<file path="src/rtl/core/bsfe_pkg.sv">
`timescale 1ns / 1ps
// ----------------------------------------------------------------------------
// Byte stuffing frame encoder package
// Shared constants and the descriptor type that travels from the front end
// to the back end through the command queue.
// ----------------------------------------------------------------------------
package bsfe_pkg;

  // Framing and escape bytes.
  localparam logic [7:0] FLAG_START = 8'h7D;
  localparam logic [7:0] FLAG_END   = 8'h7E;
  localparam logic [7:0] ESC_BYTE   = 8'h7F;

  // Escape codes sent after ESC_BYTE for the three reserved payload values.
  localparam logic [7:0] ESC_CODE_START = 8'h00;
  localparam logic [7:0] ESC_CODE_END   = 8'h01;
  localparam logic [7:0] ESC_CODE_ESC   = 8'h02;

  // Output slot numbers within one descriptor, in stream order.
  localparam logic [1:0] SLOT_START = 2'd0;
  localparam logic [1:0] SLOT_ESC   = 2'd1;
  localparam logic [1:0] SLOT_DATA  = 2'd2;
  localparam logic [1:0] SLOT_END   = 2'd3;

  // One classified input word: which slots it produces and its data byte.
  typedef struct packed {
    logic       has_start;
    logic       has_esc;
    logic [7:0] data_byte;
    logic       has_end;
  } bsfe_desc_t;

endpackage

</file>
<file path="src/rtl/core/byte_stuffing_frame_encoder_unit.sv">
`timescale 1ns / 1ps
// An accepted byte passes through the command queue and then the output register before
// its first coded word is visible. One coded word per cycle while the consumer pops; a
// byte yields 1 to 4 coded words (2 for an escaped byte inside a frame).
// The command queue holds FifoDepth bytes, so input keeps flowing while output stalls
// until the queue fills.
// Reset (rst_ni low, asynchronous) closes any open frame and empties queue and output.
// ----------------------------------------------------------------------------
// Byte stuffing frame encoder top level
// Front end classifies payload bytes, a command queue decouples it from the
// back end, which emits the stuffed byte stream one word per cycle while popped.
// ----------------------------------------------------------------------------
module byte_stuffing_frame_encoder_unit import bsfe_pkg::*; #(
  parameter int FifoDepth = 4
) (
  input  logic       clk_i,
  input  logic       rst_ni,
  input  logic       push,
  output logic       full,
  input  logic [7:0] payload_byte_i,
  input  logic       frame_last_i,
  output logic       empty,
  input  logic       pop,
  output logic [7:0] coded_byte_o,
  output logic       run_last_o
);

  logic       q_push;
  bsfe_desc_t q_desc;
  logic       q_full;
  logic       q_valid;
  bsfe_desc_t q_head;
  logic       q_pop;

  assign full = q_full;

  // Front end: framing state and byte classification.
  bsfe_front u_front (
    .clk_i          (clk_i),
    .rst_ni         (rst_ni),
    .push_i         (push),
    .payload_byte_i (payload_byte_i),
    .frame_last_i   (frame_last_i),
    .q_full_i       (q_full),
    .q_push_o       (q_push),
    .q_desc_o       (q_desc)
  );

  // Command queue between the two halves.
  bsfe_cmd_fifo #(
    .Depth (FifoDepth)
  ) u_fifo (
    .clk_i       (clk_i),
    .rst_ni      (rst_ni),
    .push_i      (q_push),
    .push_desc_i (q_desc),
    .pop_i       (q_pop),
    .full_o      (q_full),
    .valid_o     (q_valid),
    .head_desc_o (q_head)
  );

  // Back end: slot sequencing and output register.
  bsfe_back u_back (
    .clk_i        (clk_i),
    .rst_ni       (rst_ni),
    .head_valid_i (q_valid),
    .head_desc_i  (q_head),
    .head_pop_o   (q_pop),
    .pop_i        (pop),
    .empty_o      (empty),
    .coded_byte_o (coded_byte_o),
    .run_last_o   (run_last_o)
  );

endmodule

</file>
<file path="src/rtl/core/bsfe_front.sv">
`timescale 1ns / 1ps
// ----------------------------------------------------------------------------
// Byte stuffing frame encoder front end
// Accepts payload words, tracks whether a frame is open and classifies each
// byte into a descriptor for the back end.
// ----------------------------------------------------------------------------
module bsfe_front import bsfe_pkg::*; (
  input  logic       clk_i,
  input  logic       rst_ni,
  input  logic       push_i,
  input  logic [7:0] payload_byte_i,
  input  logic       frame_last_i,
  input  logic       q_full_i,
  output logic       q_push_o,
  output bsfe_desc_t q_desc_o
);

  logic frame_open_q;
  logic frame_open_d;

  // A word is taken whenever the queue has room.
  assign q_push_o = push_i && !q_full_i;

  // Classify the byte: reserved values become an escape pair.
  always_comb begin
    q_desc_o.has_start = !frame_open_q;
    q_desc_o.has_end   = frame_last_i;
    q_desc_o.has_esc   = 1'b1;
    case (payload_byte_i)
      FLAG_START: q_desc_o.data_byte = ESC_CODE_START;
      FLAG_END:   q_desc_o.data_byte = ESC_CODE_END;
      ESC_BYTE:   q_desc_o.data_byte = ESC_CODE_ESC;
      default: begin
        q_desc_o.has_esc   = 1'b0;
        q_desc_o.data_byte = payload_byte_i;
      end
    endcase
  end

  // The last byte of a frame closes it; any other byte leaves it open.
  assign frame_open_d = q_push_o ? !frame_last_i : frame_open_q;

  always_ff @(posedge clk_i or negedge rst_ni) begin
    if (!rst_ni) begin
      frame_open_q <= 1'b0;
    end else begin
      frame_open_q <= frame_open_d;
    end
  end

endmodule

</file>
<file path="src/rtl/core/bsfe_cmd_fifo.sv">
`timescale 1ns / 1ps
// ----------------------------------------------------------------------------
// Byte stuffing frame encoder command queue
// Small register-based FIFO of descriptors between front and back end.
// ----------------------------------------------------------------------------
module bsfe_cmd_fifo import bsfe_pkg::*; #(
  parameter int Depth = 4
) (
  input  logic       clk_i,
  input  logic       rst_ni,
  input  logic       push_i,
  input  bsfe_desc_t push_desc_i,
  input  logic       pop_i,
  output logic       full_o,
  output logic       valid_o,
  output bsfe_desc_t head_desc_o
);

  localparam int PtrW = (Depth > 1) ? $clog2(Depth) : 1;
  localparam int CntW = $clog2(Depth + 1);
  localparam logic [PtrW-1:0] LastPtr = PtrW'(Depth - 1);
  localparam logic [CntW-1:0] DepthCnt = CntW'(Depth);

  bsfe_desc_t          mem_q [Depth];
  logic [PtrW-1:0]     wr_ptr_q, wr_ptr_d;
  logic [PtrW-1:0]     rd_ptr_q, rd_ptr_d;
  logic [CntW-1:0]     count_q, count_d;
  logic                do_push;
  logic                do_pop;

  assign full_o      = (count_q == DepthCnt);
  assign valid_o     = (count_q != '0);
  assign head_desc_o = mem_q[rd_ptr_q];
  assign do_push     = push_i && !full_o;
  assign do_pop      = pop_i && valid_o;

  // Pointer and fill count updates with explicit wrap.
  always_comb begin
    wr_ptr_d = wr_ptr_q;
    rd_ptr_d = rd_ptr_q;
    count_d  = count_q;
    if (do_push) begin
      wr_ptr_d = (wr_ptr_q == LastPtr) ? '0 : wr_ptr_q + 1'b1;
    end
    if (do_pop) begin
      rd_ptr_d = (rd_ptr_q == LastPtr) ? '0 : rd_ptr_q + 1'b1;
    end
    if (do_push && !do_pop) begin
      count_d = count_q + 1'b1;
    end else if (do_pop && !do_push) begin
      count_d = count_q - 1'b1;
    end
  end

  always_ff @(posedge clk_i or negedge rst_ni) begin
    if (!rst_ni) begin
      wr_ptr_q <= '0;
      rd_ptr_q <= '0;
      count_q  <= '0;
    end else begin
      wr_ptr_q <= wr_ptr_d;
      rd_ptr_q <= rd_ptr_d;
      count_q  <= count_d;
    end
  end

  // Storage needs no reset; entries are read only after being written.
  always_ff @(posedge clk_i) begin
    if (do_push) begin
      mem_q[wr_ptr_q] <= push_desc_i;
    end
  end

endmodule

</file>
<file path="src/rtl/core/bsfe_back.sv">
`timescale 1ns / 1ps
// ----------------------------------------------------------------------------
// Byte stuffing frame encoder back end
// Walks the slots of the head descriptor and emits one coded word per cycle
// into an output register that the consumer pops, stalling while it is not popped.
// ----------------------------------------------------------------------------
module bsfe_back import bsfe_pkg::*; (
  input  logic       clk_i,
  input  logic       rst_ni,
  input  logic       head_valid_i,
  input  bsfe_desc_t head_desc_i,
  output logic       head_pop_o,
  input  logic       pop_i,
  output logic       empty_o,
  output logic [7:0] coded_byte_o,
  output logic       run_last_o
);

  logic [1:0] step_q, step_d;
  logic [3:0] present;
  logic [1:0] slot;
  logic       slot_found;
  logic       slot_final;
  logic [7:0] slot_byte;
  logic       out_valid_q, out_valid_d;
  logic [7:0] out_byte_q;
  logic       out_last_q;
  logic       emit;

  assign present = {head_desc_i.has_end, 1'b1, head_desc_i.has_esc, head_desc_i.has_start};

  // Pick the first present slot at or after the current step.
  always_comb begin
    slot       = SLOT_END;
    slot_found = 1'b0;
    for (int s = 0; s < 4; s++) begin
      if (!slot_found && present[s] && (2'(s) >= step_q)) begin
        slot       = 2'(s);
        slot_found = 1'b1;
      end
    end
  end

  // The picked slot is final when no later slot is present.
  always_comb begin
    slot_final = 1'b1;
    for (int s = 0; s < 4; s++) begin
      if (present[s] && (2'(s) > slot)) begin
        slot_final = 1'b0;
      end
    end
  end

  // Byte carried by each slot.
  always_comb begin
    case (slot)
      SLOT_START: slot_byte = FLAG_START;
      SLOT_ESC:   slot_byte = ESC_BYTE;
      SLOT_DATA:  slot_byte = head_desc_i.data_byte;
      SLOT_END:   slot_byte = FLAG_END;
      default:    slot_byte = head_desc_i.data_byte;
    endcase
  end

  // Load the output register when it is free or being drained this cycle.
  assign emit       = head_valid_i && (!out_valid_q || pop_i);
  assign head_pop_o = emit && slot_final;

  always_comb begin
    step_d = step_q;
    if (emit) begin
      step_d = slot_final ? SLOT_START : slot + 2'd1;
    end
    if (emit) begin
      out_valid_d = 1'b1;
    end else if (pop_i) begin
      out_valid_d = 1'b0;
    end else begin
      out_valid_d = out_valid_q;
    end
  end

  always_ff @(posedge clk_i or negedge rst_ni) begin
    if (!rst_ni) begin
      step_q      <= SLOT_START;
      out_valid_q <= 1'b0;
    end else begin
      step_q      <= step_d;
      out_valid_q <= out_valid_d;
    end
  end

  // Output payload register.
  always_ff @(posedge clk_i) begin
    if (emit) begin
      out_byte_q <= slot_byte;
      out_last_q <= slot_final;
    end
  end

  assign empty_o      = !out_valid_q;
  assign coded_byte_o = out_byte_q;
  assign run_last_o   = out_last_q;

endmodule

</file>
<file path="config.mk">
export PLATFORM = sky130hd
export DESIGN_NAME = byte_stuffing_frame_encoder_unit
export DESIGN_NICKNAME = d
export VERILOG_FILES = /design/src/rtl/core/bsfe_pkg.sv /design/src/rtl/core/byte_stuffing_frame_encoder_unit.sv /design/src/rtl/core/bsfe_front.sv /design/src/rtl/core/bsfe_cmd_fifo.sv /design/src/rtl/core/bsfe_back.sv
export SDC_FILE = /design/constraint.sdc
export NUM_CORES = 1
export LEC_CHECK = 0
export BUFFER_PORTS_ARGS = -buffer_cell sky130_fd_sc_hd__clkbuf_2
export CAP_MARGIN = 30
export CELL_PAD_IN_SITES_DETAIL_PLACEMENT = 1
export CELL_PAD_IN_SITES_GLOBAL_PLACEMENT = 1
export CORE_ASPECT_RATIO = 1.5
export CORE_UTILIZATION = 40
export DETAILED_ROUTE_END_ITERATION = 7
export GPL_TIMING_DRIVEN = 0
export PLACE_DENSITY_LB_ADDON = 0.08
export SLEW_MARGIN = 20
export SYNTH_ARGS = -nofsm -noshare
export SYNTH_HDL_FRONTEND = slang
export SYNTH_HIERARCHICAL = 1
export SYNTH_SLANG_ARGS = --single-unit
</file>
<file path="constraint.sdc">
create_clock -name clk_i -period 3.7 [get_ports clk_i]
set_input_delay 0.37 -clock clk_i [delete_from_list [all_inputs] [get_ports clk_i]]
set_output_delay 0.37 -clock clk_i [all_outputs]
set_load 0.05 [all_outputs]
</file>
---- Word-level counts from Yosys, hierarchy flattened ----
Memory sizes are Yosys's and may differ from the RTL's.
Index checks and enable logic that the tools add are counted.
word-level totals
  RAM bits ................................ 44
  bits in registers ....................... 20
  output and inout bits ................... 11
  word-level logic and storage cells ...... 85
  memories kept ........................... 1
cells by class
  equality and inequality tests ........... 9
  $add $sub $neg .......................... 5
  reductions and logical operators ........ 31
  magnitude comparators ................... 8
  muxes and demuxes ....................... 23
memories
  name          depth  width  read ports  clocked after Yosys merged registers in  wr ports  RTL line             text
  u_fifo.mem_q  4      11     1           0                                        1         bsfe_cmd_fifo.sv:24  bsfe_desc_t mem_q [Depth];
operators with widths
  cell                                                          count
  case mux 8 bit (4 select lines)                               1
  equality test 8 x 7 -> 1 bit, second input constant           3
  case mux 8 bit (3 select lines)                               1
  logical AND 1 bit                                             16
  2-to-1 mux 2 bit                                              7
  2-to-1 mux 1 bit                                              12
  logical NOT 1 bit                                             9
  equality test 2 bit, second input constant                    4
  adder 2 x 1 -> 2 bit, second input constant                   3
  2-to-1 mux 3 bit                                              2
  >= comparator 1 x 2 -> 1 bit, first input constant            2
  >= comparator 2 bit, first input constant                     2
  greater-than comparator 1 x 2 -> 1 bit, first input constant  2
  greater-than comparator 2 bit, first input constant           2
  nonzero test 2 bit                                            2
  adder 3 x 1 -> 3 bit, second input constant                   1
  equality test 3 bit, second input constant                    1
  nonzero test 3 bit                                            1
  OR reduction 3 bit                                            1
  subtractor 3 x 1 -> 3 bit, second input constant              1
  equality test 2 x 1 -> 1 bit, second input constant           1
  logical NOT 2 bit                                             1
  logical OR 1 bit                                              1

---- Longest topological paths before layout ----
  depth in word-level cells ............... 25
  gate-level depth with buffers ........... 12
  gate-level depth less buffers ........... 12

---- Modules after synthesis ----
Netlist, hierarchy kept.
modules (own cells, without submodules)
  module         area each (sq um)  cells each  instances  sequential area each (sq um)
  bsfe_cmd_fifo  2089.5             94          1          1496.4
  bsfe_back      530.5              46          1          345.3
  bsfe_front     161.4              20          1          25.0

---- Worst setup path after synthesis ----
Ideal clock, no wire load.
  path type ............................... reg-to-reg
  from .................................... register u_fifo.rd_ptr_q[0]
  to ...................................... register u_fifo.count_q[1]
  arrival time ............................ 2575 ps
  setup slack ............................. 1001 ps
  library setup time ...................... 125 ps
  stages on the path, launching flop included .. 11
  clock period less this slack ............ 2699 ps
  cells stage by stage .................... dfrtp_1 > mux4_1 > nor2b_2 > o21ai_2 > o21a_2 > and2_1 > nand2_4 > ha_1 > inv_1 > fa_1 > mux2_2
RTL lines
  element                   RTL line             text
  start: declaration        bsfe_cmd_fifo.sv:26  logic [PtrW-1:0] rd_ptr_q, rd_ptr_d;
  start signal: assignment  bsfe_cmd_fifo.sv:62  rd_ptr_q <= rd_ptr_d;
  end signal: assignment    bsfe_cmd_fifo.sv:63  count_q <= count_d;
  end: declaration          bsfe_cmd_fifo.sv:27  logic [CntW-1:0] count_q, count_d;

==> flow_summary.ini <==
[clocking]
post_cts_buffers = 0
clkLatencyLatePin_ns = 0.33
clkTransAtPathRegs_ns = 0.07
cts_resized = 0
cts_hold_buf = 1
root_buffer = clkbuf_8
cts_buffer_depth = 2
cts_tree = yes
cts_htree_levels = 3
cts_buffers = 9
cts.sinks = 64

[finish]
fin_nets = 215
syn2layout_area_growth_pct = 15.47
fin_util = 0.4851
num_antenna_cells = 0
regArea_um2 = 1867
finalNonFillerCells = 276
drive_gt1_frac = 0.3200
nFillCells = 628
multi_input_area_um2 = 842.1

[global_route]
grt_pass1_wl_um = 7590
grt_util_all_layers = 0.1433
antenna_found_initial = 0
grt_max_degree = 15
grt-ovfl-total = 0
first_global_vias = 1552

[logic_synthesis]
syn_area_um2 = 2781
seq_area_frac_synth = 0.6712
ys_async_sr_fraction = 0.1719
synthesis.nets = 180
synth_seq_cells = 64
synth_cells = 160
synth_cell_types = 36
synth_ff_type = edfxtp_1
syn_area_per_cell_um2 = 17.38
yosysWarningCount = 6
synth_edf_count = 53

[timing]
fin_tns_setup_ns = 0
max_freq_mhz = 333.8
slew_headroom = 0.5653
fin_skew_ns = 0.009080
setup_violations = 0
hold_viol = 0
slew_viol_final = 0
period_share = 0.8096
final.min_clock_period_ns = 2.996
grt_setup_unrepaired = no
worst_pin_slew_ns = 0.6520

[pwr]
ir_drop_mv = 0.3905
leakagePower_nw = 1.218
p_per_area_nw_per_um2 = 880.8

[status]
status = finished clean

[worst_hold_path]
min_to = u_front/frame_open_q
hp-class = input port to flip-flop
hold_depth = 2
hold_start = frame_last_i

[floorplan]
die_area_um2 = 7298
die-height_um = 104.1
fp.dieW_um = 70.09
ios = 24
initial_core_util = 0.4201
fp-row-count = 36
core_um2 = 6621

[routing]
totalWireLength_um = 4596
viasPerCell = 5.101
remaining_drc_errors = 0
dr.pass1.iters = 4
vias = 1408
ant_nets = 0
wl_per_cell_um = 16.65
drt_iter0_drc = 48

[job]
drv_cap = 0

[worst_setup_path]
r2r_start = u_fifo/rd_ptr_q[0]
end_kind = flip-flop
worstRegToRegCells = 10
crit_fanout = 5
worstPathRequired_ns = 3.92
r2r_end = u_fifo/count_q[1]
cp-start-kind = flip-flop
rrSetupSlack_ns = 0.70
arrival_ns = 3.22
worst-setup-path-type = flip-flop to flip-flop

[place]
dp_hpwl_um = 3286
dp.cells = 259
place_congestion = 0.6880
port_buffers = 23
-- worst max path at each step --
stage	start	endpoint	slack (ns)	depth (start not counted)
floorplan	u_fifo/rd_ptr_q[0]	u_fifo/count_q[1]	1.00	10
global placement	u_fifo/rd_ptr_q[0]	u_fifo/count_q[1]	0.83	10
detailed placement	u_fifo/rd_ptr_q[0]	u_fifo/count_q[1]	0.74	10
CTS	u_fifo/rd_ptr_q[0]	u_fifo/count_q[1]	0.68	10
global route	u_fifo/rd_ptr_q[0]	u_fifo/count_q[1]	0.57	10
finish	u_fifo/rd_ptr_q[0]	u_fifo/count_q[1]	0.70	10
-- flip-flops by register name, indices dropped and copies added (netlist names) --
signal	flops
u_fifo/wr_ptr_q	2
u_back/run_last_o	1
u_back/coded_byte_o	8
u_fifo/rd_ptr_q	2
u_fifo/count_q	3
u_fifo/mem_q	44
u_back/out_valid_q	1
u_back/step_q	2
u_front/frame_open_q	1
-- per-layer routing --
metal,part of all wire,GRT usage,vias to the layer above
li1,-,-,669
met1,0.41,0.1644,703
met2,0.55,0.2411,24
met3,0.020,0.02616,12
met4,0.028,0.09429,0
met5,0,0,-
-- Yosys cell counts (all sizes together), types with 2 or more instances --
cell type,count,area (um^2)
nand2,4,22.52
mux2,5,71.32
xor2,2,17.52
ha,6,75.07
or2,5,31.28
mux4,11,270.3
clkbuf,2,7.510
nand2b,3,18.77
dfrtp,11,275.3
o21ai,5,28.78
edfxtp,53,1592
inv,8,30.03
nor2,11,41.29
nor2b,8,55.06
and2,6,42.54
buf,4,35.03
a21oi,5,25.02
-- critical path, cell delays in order (launching register included) --
cell     delay (ns)
dfrtp_1        0.48
mux4_1         0.67
nor2b_2        0.21
o21ai_2        0.12
o21a_2         0.17
and2_1         0.17
nand2_4        0.08
ha_1           0.22
inv_1          0.09
fa_1           0.42
mux2_2         0.27
-- layout make-up --
class / count / share of cell area
Buffer: 6 / 0.01325
Clock buffer: 9 / 0.03857
Clock inverter: 7 / 0.02688
Inverter: 8 / 0.009349
Multi-Input combinational cell: 82 / 0.2622
Sequential cell: 64 / 0.5812
Tap cell: 76 / 0.02961
Timing Repair Buffer: 24 / 0.03896
-- report_power, final --
part | switching [W] | leakage [nW] | total [W] | internal [W]
registers | 0.000110 | 0.611 | 0.00115 | 0.00104
clock network | 0.000252 | 0.0980 | 0.000624 | 0.000372
logic | 0.000622 | 0.509 | 0.00106 | 0.000435
total | 0.000984 | 1.22 | 0.00283 | 0.00185
-- layout by cell type, fill, tap and decap left out, types with 4 or more instances in the layout --
| master | n |
|---|---|
| mux4_2 | 5 |
| a21oi_1 | 5 |
| ha_1 | 6 |
| inv_1 | 8 |
| clkbuf_8 | 9 |
| o21ai_0 | 4 |
| mux4_1 | 6 |
| and2_2 | 4 |
| clkbuf_2 | 23 |
| or2_1 | 5 |
| nor2b_1 | 6 |
| mux2_4 | 4 |
| nor2_1 | 11 |
| edfxtp_1 | 53 |
| dfrtp_1 | 11 |
-- cells by family (layout without fill, tap and decap cells) --
kind of cell             count (synthesis)  count (layout)  synth area share
AND/OR/NAND/NOR                         41              41            0.1012
buffers and inverters                   14              54           0.02609
multiplexers                            16              16            0.1228
XOR/XNOR                                 3               3          0.009448
AO/OA/AOI/OAI                           15              15           0.03509
flip-flops                              64              64            0.6712
adder cells (fa/ha/maj)                  7               7           0.03419
-- per-stage QoR --
stage	hold slack, ns	worst slack (ns)	instance area [um^2]	power, W
2_1_floorplan	0.07441	1.001	2781	0.001980
3_3_place_gp	0.2654	0.8272	2992	0.002167
3_5_place_dp	0.2734	0.7374	2992	0.002235
4_1_cts	0.2034	0.6833	3212	0.002877
5_1_grt	0.2248	0.5685	3212	0.002999
6_report	0.2193	0.7043	3212	0.002829
No activity file was read; power rests on OpenSTA's default activity.
